### config.mk
export PLATFORM = sky130hd
export DESIGN_NAME = ssp_ram
export DESIGN_NICKNAME = d
export VERILOG_FILES = /design/src/sv/ssp_ram.sv
export SDC_FILE = /design/constraint.sdc
export NUM_CORES = 1
export LEC_CHECK = 0
export ABC_CLOCK_PERIOD_IN_PS = 2300
export BUFFER_PORTS_ARGS = -buffer_cell sky130_fd_sc_hd__buf_2
export CORE_UTILIZATION = 60
export CTS_CLUSTER_SIZE = 40
export DETAILED_ROUTE_END_ITERATION = 7
export MAX_ROUTING_LAYER = met4
export PLACE_DENSITY = 0.87
export SLEW_MARGIN = 20
export SYNTH_ARGS = -nofsm -noshare
export SYNTH_HDL_FRONTEND = slang
export SYNTH_SLANG_ARGS = --single-unit
### constraint.sdc
create_clock -name clk -period 2.3 [get_ports clk]
set_clock_uncertainty 0.05 [all_clocks]
set_input_delay 0.115 -clock clk [delete_from_list [all_inputs] [get_ports clk]]
set_output_delay 0.115 -clock clk [all_outputs]
set_load 0.1 [all_outputs]
### src/sv/ssp_ram.sv
module ssp_ram #(
	parameter int Width = 8,
	parameter int Depth = 16,
	localparam int AddrW = $clog2(Depth)
) (
	input  logic             clk,
	input  logic             we,
	input  logic [AddrW-1:0] waddr,
	input  logic [Width-1:0] wdata,
	input  logic [AddrW-1:0] raddr,
	output logic [Width-1:0] rdata
);

	logic [Width-1:0] mem [Depth];

	always_ff @(posedge clk) begin
		if (we) begin
			mem[waddr] <= wdata;
		end
		rdata <= mem[raddr];
	end

endmodule

==> results.cfg, run 1 <==
[layout]
regArea_um2 = 4000
antenna-diode-count = 0
multi_input_area_um2 = 1060
n_fill_cell = 431
syn_to_final_growth_pct = 20.9
drive_gt1_share_pct = 31.3
nets = 309

[worst_hold_path]
holdCritStartpoint = waddr[0]
hold_path_class = primary input to register
hold_path_end = mem[0][4]
min_path_cells = 3

[yosys]
ys_types = 19
yosysTopAreaCell = edfxtp_1
synthesis.nets = 247
yosysTopAreaCellShare_pct = 74.7
synth-async-reset-ratio_pct = 0
syn_area_um2 = 5150
ys.warnings.count = 0
synth_cells = 229
yosysMostFrequentCell = edfxtp_1
synth-edff-count = 128
yosysSeqAreaShare_pct = 77.8
syn_area_per_cell_um2 = 22.5
synth-seq-cells = 136
yosys_most_used_dff = edfxtp_1
synth_common_cells = edfxtp_1 (128), mux4_2 (18), a22oi_1 (16)
synth.top_cells.by_area = edfxtp_1 (75%), mux4_2 (7.9%), mux4_1 (7.1%), dfxtp_1 (3.1%), a22oi_1 (2.3%)

[critical_path]
max_stage_delay_ps = 440
worstPathArrival_ps = 1310
ff2ff_path_depth = 3
required_ps = 2130
r2r_slack_ps = 860
r2r-end = rdata[1]
cp-start-kind = register
path_cells = buf_2
worst-path-max-fanout = 1
end_kind = output port
crit_start = rdata[0]
crit_type = register to output port
r2r-start = mem[1][1]
crit_family = buffers and inverters
cpMaxStageDelayCell = buf_2
critPathBufInv = 1

[sta]
period_needed_ps = 1470
tightest_slew_ps = 861
final.period_utilization_pct = 64.0
tns_ps = 0
slew_headroom_pct = 42.4
report.final.slew_viol_count = 0
rsz0062_at_grt = false
fmax_ghz = 0.679
setup_viol = 0
whs_ps = 131
hold_viol_final = 0

[route]
dr.first_iter.drc_count = 292
first_pass_iters = 5
wl_um = 10500
drt-vias-per-instance = 6.46
vias = 2644
drcViolationCount = 0
drtAntennaViolNets = 0
wl_per_cell_um = 25.7

[placed_design]
gp_congestion = 0.820
port_buffers = 25
dp_hpwl_um = 5810

[floorplan]
die_w_um = 94.6
die_area_um2 = 8950
fp-row-count = 33
io_pins = 26
coreArea_um2 = 8260
die_h_um = 94.6
initial_utilization_pct = 62.3

[global_routing]
grt_pass1_wl_um = 15700
antenna_found_initial = 0
grt-ovfl-total = 0
grt_max_degree = 22
grt_pass1_vias = 2634
grt_util_all_layers_pct = 27.5

[cts]
cts_made_buffers = 17
cts_tree = done
cts_setup_buffers = 0
clock_path_buffers = 2
numClockSinks = 136
clockRootBuffer = clkbuf_8
clk_pin_slew_worst_paths_ps = 60
h-tree-depth = 4
clock_latency_ps = 510

[pwr]
power.internal_mw = 4.88
p_per_area_nw_per_um2 = 989
finalPower_mw = 6.15
pwr-share-comb_pct = 6.3
p_seq_share_pct = 45.3
p_sw_mw = 1.27
p_leak_nw = 2.16
clock_power_share_pct = 48.4
p_sw_share_pct = 20.6
ir_drop_v = 0.000772

[run_status]
status = finished clean

[job]
maxCapViolCount = 0
cells in the final DEF, fill, tap and decap left out:
cell / n
clkbuf_8: 5
mux4_2: 18
clkinvlp_4: 1
nor2_1: 13
dfxtp_1: 8
nand3_1: 1
clkinv_2: 1
nor3_1: 4
edfxtp_1: 128
clkbuf_1: 1
nand2b_1: 2
buf_12: 1
mux4_1: 14
bufinv_16: 5
buf_2: 25
clkinv_4: 2
clkbuf_16: 16
nor2b_1: 1
or3b_2: 1
nand2_1: 9
and2_1: 1
a22oi_1: 16
inv_6: 1
nand3b_1: 2
and2b_1: 1
buf_4: 19
dlygate4sd3_1: 8
flip-flops by register name, indices dropped and copies added, names as in the netlist:
register / count
mem: 128
rdata: 8
final cells by class:
cell class | instances | area share (%)
clock buffers | 22 | 7.60
clock inverters | 10 | 3.04
multi-input cells | 83 | 17.0
flip-flops and latches | 136 | 64.3
well taps | 105 | 2.11
repair buffers | 53 | 5.91
routing by layer:
layer  wire length [um]  track usage [%]  vias to the layer above
li1                   -                -                     1099
met1               4170             36.5                     1348
met2               5270             40.6                      180
met3                875             7.33                       17
met4                184             12.0                        0
met5                  0                -                        -
power groups by stage:
stage / Combinational [mW] / Sequential (mW) / Clock [mW]
after floorplan: 0.141 / 2.95 / 0
after global placement: 0.363 / 2.84 / 0
after detailed placement: 0.372 / 2.84 / 0
after CTS: 0.389 / 2.79 / 3.01
final: 0.388 / 2.79 / 2.97
after global routing: 0.408 / 2.79 / 3.12
how the worst max path moves through the flow:
stage | to | slack, ps | cells past startpoint
after floorplan | mem[0][0] | 640 | 2
after global placement | mem[1][5] | 480 | 3
after detailed placement | mem[1][5] | 470 | 3
after CTS | rdata[0] | 800 | 1
after global routing | rdata[0] | 790 | 1
final | rdata[0] | 830 | 1
cells by family after synthesis:
group / after synthesis / synth area share [%]
DFF: 136 / 77.8
AOI/OAI and AO/OA: 16 / 2.33
and+or+nand+nor: 35 / 3.18
muxes: 32 / 15.0
buffers and inverters: 10 / 1.68
per-stage QoR:
stage          utilization (%)  area, um2  setup WS (ps)  instances
5_1_grt                   75.3       6220            792        409
4_1_cts                   75.3       6220            799        409
3_5_place_dp              66.4       5480            472        369
3_3_place_gp              66.4       5480            482        369
6_report                  75.3       6220            827        409
2_1_floorplan                -       5150            642        229
timing repair:
action                                 4_1_cts  5_1_grt
endpoints found under the hold margin      128        0
hold buffers                                 8        0
resized for setup                            0        0
Power figures use the tool's default switching activity.
==> run 2: changes to the inputs <==
--- a/config.mk
+++ b/config.mk
@@ -5,7 +5,7 @@
 export SDC_FILE = /design/constraint.sdc
 export NUM_CORES = 1
 export LEC_CHECK = 0
-export ABC_CLOCK_PERIOD_IN_PS = 2300
+export ABC_CLOCK_PERIOD_IN_PS = 1400
 export BUFFER_PORTS_ARGS = -buffer_cell sky130_fd_sc_hd__buf_2
 export CORE_UTILIZATION = 60
 export CTS_CLUSTER_SIZE = 40
==> constraint.sdc (replaced) <==
create_clock -name clk -period 1.4 [get_ports clk]
set_clock_uncertainty 0.05 [all_clocks]
set_input_delay 0.07 -clock clk [delete_from_list [all_inputs] [get_ports clk]]
set_output_delay 0.07 -clock clk [all_outputs]
set_load 0.1 [all_outputs]
==> results.cfg, run 2 (synthesis results as in run 1) <==
[layout]
multi_input_area_um2 = 1080
n_fill_cell = 423
nets = 322
final_common_cell = edfxtp_1
fin_area_um2 = 6370
drive_gt1_share_pct = 38.2
regArea_um2 = 4000
syn_to_final_growth_pct = 23.7
largest_reg_flops = 128
top_register = mem
final_cell_mix = edfxtp_1 (128), buf_4 (35), mux4_2 (23)
reg_top3 = mem (128), rdata (8)
antenna-diode-count = 0

[sta]
setup_viol = 2
report.final.slew_viol_count = 0
tightest_slew_ps = 822
hold_viol_final = 0
fmax_ghz = 0.702
period_needed_ps = 1420
setup_slack_ps = -23.9
final.period_utilization_pct = 102
slew_headroom_pct = 45.1
rsz0062_at_grt = true

[global_routing]
antenna_found_initial = 0
grt_max_degree = 25
grt-ovfl-total = 0
grt_pass1_wl_um = 16100
grt_util_all_layers_pct = 28.5
grt_pass1_vias = 2729

[cts]
cts_setup_buffers = 0
cts_made_buffers = 17
clock_path_buffers = 2
clockRootBuffer = clkbuf_8
h-tree-depth = 4
clk_pin_slew_worst_paths_ps = 60
cts_tree = done
numClockSinks = 136
clock_latency_ps = 520

[route]
dr.first_iter.drc_count = 281
first_pass_iters = 5
drcViolationCount = 0
wl_per_cell_um = 25.6
vias = 2688
wl_um = 10800
drt-vias-per-instance = 6.37
drtAntennaViolNets = 0

[critical_path]
end_kind = register
worstPathArrival_ps = 1780
max_stage_delay_ps = 520
r2r_slack_ps = -20
worst-path-max-fanout = 1
cp-start-kind = register
r2r-end = rdata[2]
cp-endpoint = rdata[2]
path_cells = mux4_1, a22oi_1, nand2_1
crit_type = register to register
crit_start = mem[1][2]
cpMaxStageDelayCell = mux4_1
ff2ff_path_depth = 3
required_ps = 1750
r2r-start = mem[1][2]

[pwr]
p_per_area_nw_per_um2 = 1590
p_leak_nw = 2.21
ir_drop_v = 0.00119
finalPower_mw = 10.1

[floorplan]
coreArea_um2 = 8260
die_w_um = 94.6
fp-row-count = 33
io_pins = 26
initial_utilization_pct = 62.3
die_area_um2 = 8950
die_h_um = 94.6

[placed_design]
dp_hpwl_um = 6190
gp_congestion = 0.730
port_buffers = 25
place_ws_ps = -208
placement.cell_area_um2 = 5600

[job]
maxCapViolCount = 0

[run_status]
status = finished with violations
failed_checks = setup timing

[worst_hold_path]
holdCritStartpoint = waddr[0]
hold_path_class = primary input to register
## run 2: cell count changes in the layout (fill, tap and decap cells not counted), sizes merged
| cell | before | now |
|---|---|---|
| inv | 1 | 0 |
| clkbuf | 22 | 25 |
| clkinvlp | 1 | 3 |
| buf | 45 | 54 |
## run 2: per-stage QoR
step	TNS (ps)	instances	utilization, %	hold WS (ps)
floorplan	0	229	-	119
global placement	-577	382	67.8	395
detailed placement	-891	382	67.8	417
CTS	-24.2	422	76.9	24.3
global route	-64.6	422	77.1	32.9
finish	-36.8	422	77.1	52.1
## run 2: how the worst min path moves through the flow
stage,cells after the start,slack [ps],to
floorplan,0,120,mem[0][0]
global placement,1,400,mem[8][0]
detailed placement,1,420,mem[9][0]
CTS,3,20,mem[0][2]
global route,3,30,mem[0][7]
finish,3,50,mem[0][7]
## run 2: area by class of cell
type	count	share of cell area, %
multi-input combinational	83	16.9
tap	105	2.06
clock inverter	11	3.07
clock buffer	21	7.21
timing repair buffer	66	7.82
sequential	136	62.9
## run 2: power breakdown
part           internal (mW)  switching (mW)  leakage [nW]
Sequential              4.55          0.0319          1.22
Combinational          0.239           0.455         0.672
Clock                   3.22            1.64         0.310
Total                   8.01            2.12          2.21
## run 2: worst max-delay path: cells and delay by family (launching register included)
family | cells | cell delay [ps]
multiplexers | 1 | 520
flip-flops | 1 | 350
AND/OR/NAND/NOR | 1 | 90
AO/OA/AOI/OAI | 1 | 300
## run 2: what timing repair did
item | CTS | global route
hold buffers | 8 | 0
hold endpoints to repair | 128 | 0
gates resized for setup | 10 | 10
setup endpoints to repair | 10 | 10
pin swaps | 0 | 4
## run 2: layer usage
metal	GRT usage (%)	part of all wire, %	wire (um)
met3	8.94	8.6	926
met1	35.7	38	4080
met4	14.0	2.3	250
met5	-	0	0
met2	42.6	51	5540
==> run 3: changes to the inputs <==
--- a/config.mk
+++ b/config.mk
@@ -10,7 +10,6 @@
 export CORE_UTILIZATION = 60
 export CTS_CLUSTER_SIZE = 40
 export DETAILED_ROUTE_END_ITERATION = 7
-export MAX_ROUTING_LAYER = met4
 export PLACE_DENSITY = 0.87
 export SLEW_MARGIN = 20
 export SYNTH_ARGS = -nofsm -noshare
==> results.cfg, run 3 (synthesis results as in run 1) <==
[cts]
clock_latency_ps = 520
numClockSinks = 136
cts_setup_buffers = 0
h-tree-depth = 4
clk_pin_slew_worst_paths_ps = 60
clockRootBuffer = clkbuf_8
cts_tree = done
clock_path_buffers = 2
cts_made_buffers = 17

[route]
wl_per_cell_um = 25.7
wl_met3_um = 894
wl_um = 10900
dr.first_iter.drc_count = 267
drtAntennaViolNets = 0
route.met2.wl_um = 5540
drcViolationCount = 0
first_pass_iters = 5
wl_met1_um = 4140
vias = 2685
top_layer_used = met4
drt-vias-per-instance = 6.36

[sta]
setup_slack_ps = -34.4
final.period_utilization_pct = 102
period_needed_ps = 1430
hold_viol_final = 0
report.final.slew_viol_count = 0
tightest_slew_ps = 819
whs_ps = 55.5
setup_viol = 2
rsz0062_at_grt = true
slew_headroom_pct = 45.3
fmax_ghz = 0.697

[global_routing]
grt-ovfl-total = 0
grt_util_all_layers_pct = 27.6
grt_pass1_wl_um = 16100
grt_max_degree = 25
antenna_found_initial = 0
grt_pass1_vias = 2721

[layout]
antenna-diode-count = 0
final_cell_mix = edfxtp_1 (128), buf_4 (35), mux4_2 (23)
drive_gt1_share_pct = 38.2
reg_top3 = mem (128), rdata (8)
nets = 322
top_register = mem
largest_reg_flops = 128
final_util_pct = 77.1
syn_to_final_growth_pct = 23.7
final_common_cell = edfxtp_1

[critical_path]
crit_type = register to register
crit_start = mem[1][2]
r2r_slack_ps = -30
cp-start-kind = register
max_stage_delay_ps = 520
end_kind = register
path_cells = mux4_1, a22oi_1, nand2_1
worst-path-max-fanout = 1
cpMaxStageDelayCell = mux4_1
r2r-end = rdata[2]
r2r-start = mem[1][2]
required_ps = 1750
ff2ff_path_depth = 3
cp-endpoint = rdata[2]
worstPathArrival_ps = 1780

[pwr]
finalPower_mw = 10.1
p_leak_nw = 2.21
ir_drop_v = 0.00117
p_per_area_nw_per_um2 = 1590

[floorplan]
die_h_um = 94.6
initial_utilization_pct = 62.3
io_pins = 26
die_area_um2 = 8950
coreArea_um2 = 8260
die_w_um = 94.6
fp-row-count = 33

[worst_hold_path]
holdCritStartpoint = waddr[1]
hold_path_class = primary input to register

[placed_design]
gp_congestion = 0.722
place_ws_ps = -208
port_buffers = 25
dp_hpwl_um = 6190

[run_status]
failed_checks = setup timing
status = finished with violations

[job]
maxCapViolCount = 0
## run 3: cell counts in the layout (fill, tap and decap cells not counted)
Identical to the previous run, type by type.
## run 3: report_power, final
part | switching [mW] | total [mW] | internal [mW]
Clock | 1.63 | 4.85 | 3.22
Sequential | 0.0323 | 4.59 | 4.55
Combinational | 0.456 | 0.695 | 0.239
Total | 2.12 | 10.1 | 8.01
## run 3: repair_timing
action,CTS,global route
hold endpoints to repair,128,0
endpoints found under the setup margin,10,10
gates cloned,0,0
pin swaps,0,4
hold buffers,8,0
resized for setup,10,10
## run 3: through the flow
step	instance area (um2)	TNS, ps	cells
final	6370	-54.9	422
after global routing	6370	-63.5	422
after CTS	6350	-24.2	422
after detailed placement	5600	-891	382
after global placement	5600	-577	382
after floorplan	5150	0	229
## run 3: metal layers
layer | global-route usage [%] | up-vias
met4 | 13.6 | 0
met2 | 42.7 | 163
met5 | 0 | -
met1 | 35.5 | 1374
met3 | 8.94 | 26
li1 | - | 1122
## run 3: cell type report
type,count,area (um2)
sequential,136,4000
fill,423,1890
multi-input combinational,83,1080
timing repair buffer,66,498
clock buffer,21,459
clock inverter,11,195
tap,105,131
## run 3: worst min path at each step
stage                end  slack, ps  cells after the start
2_1_floorplan  mem[0][0]        120                      0
3_3_place_gp   mem[8][0]        400                      1
3_5_place_dp   mem[9][0]        420                      1
4_1_cts        mem[0][2]         20                      3
5_1_grt        mem[0][7]         30                      3
6_report       mem[0][7]         60                      3
## run 3: critical path: cells and delay by family, from the launching register on
family          cells  cell delay, ps
mux                 1             520
flops               1             360
compound gates      1             300
simple gates        1              90
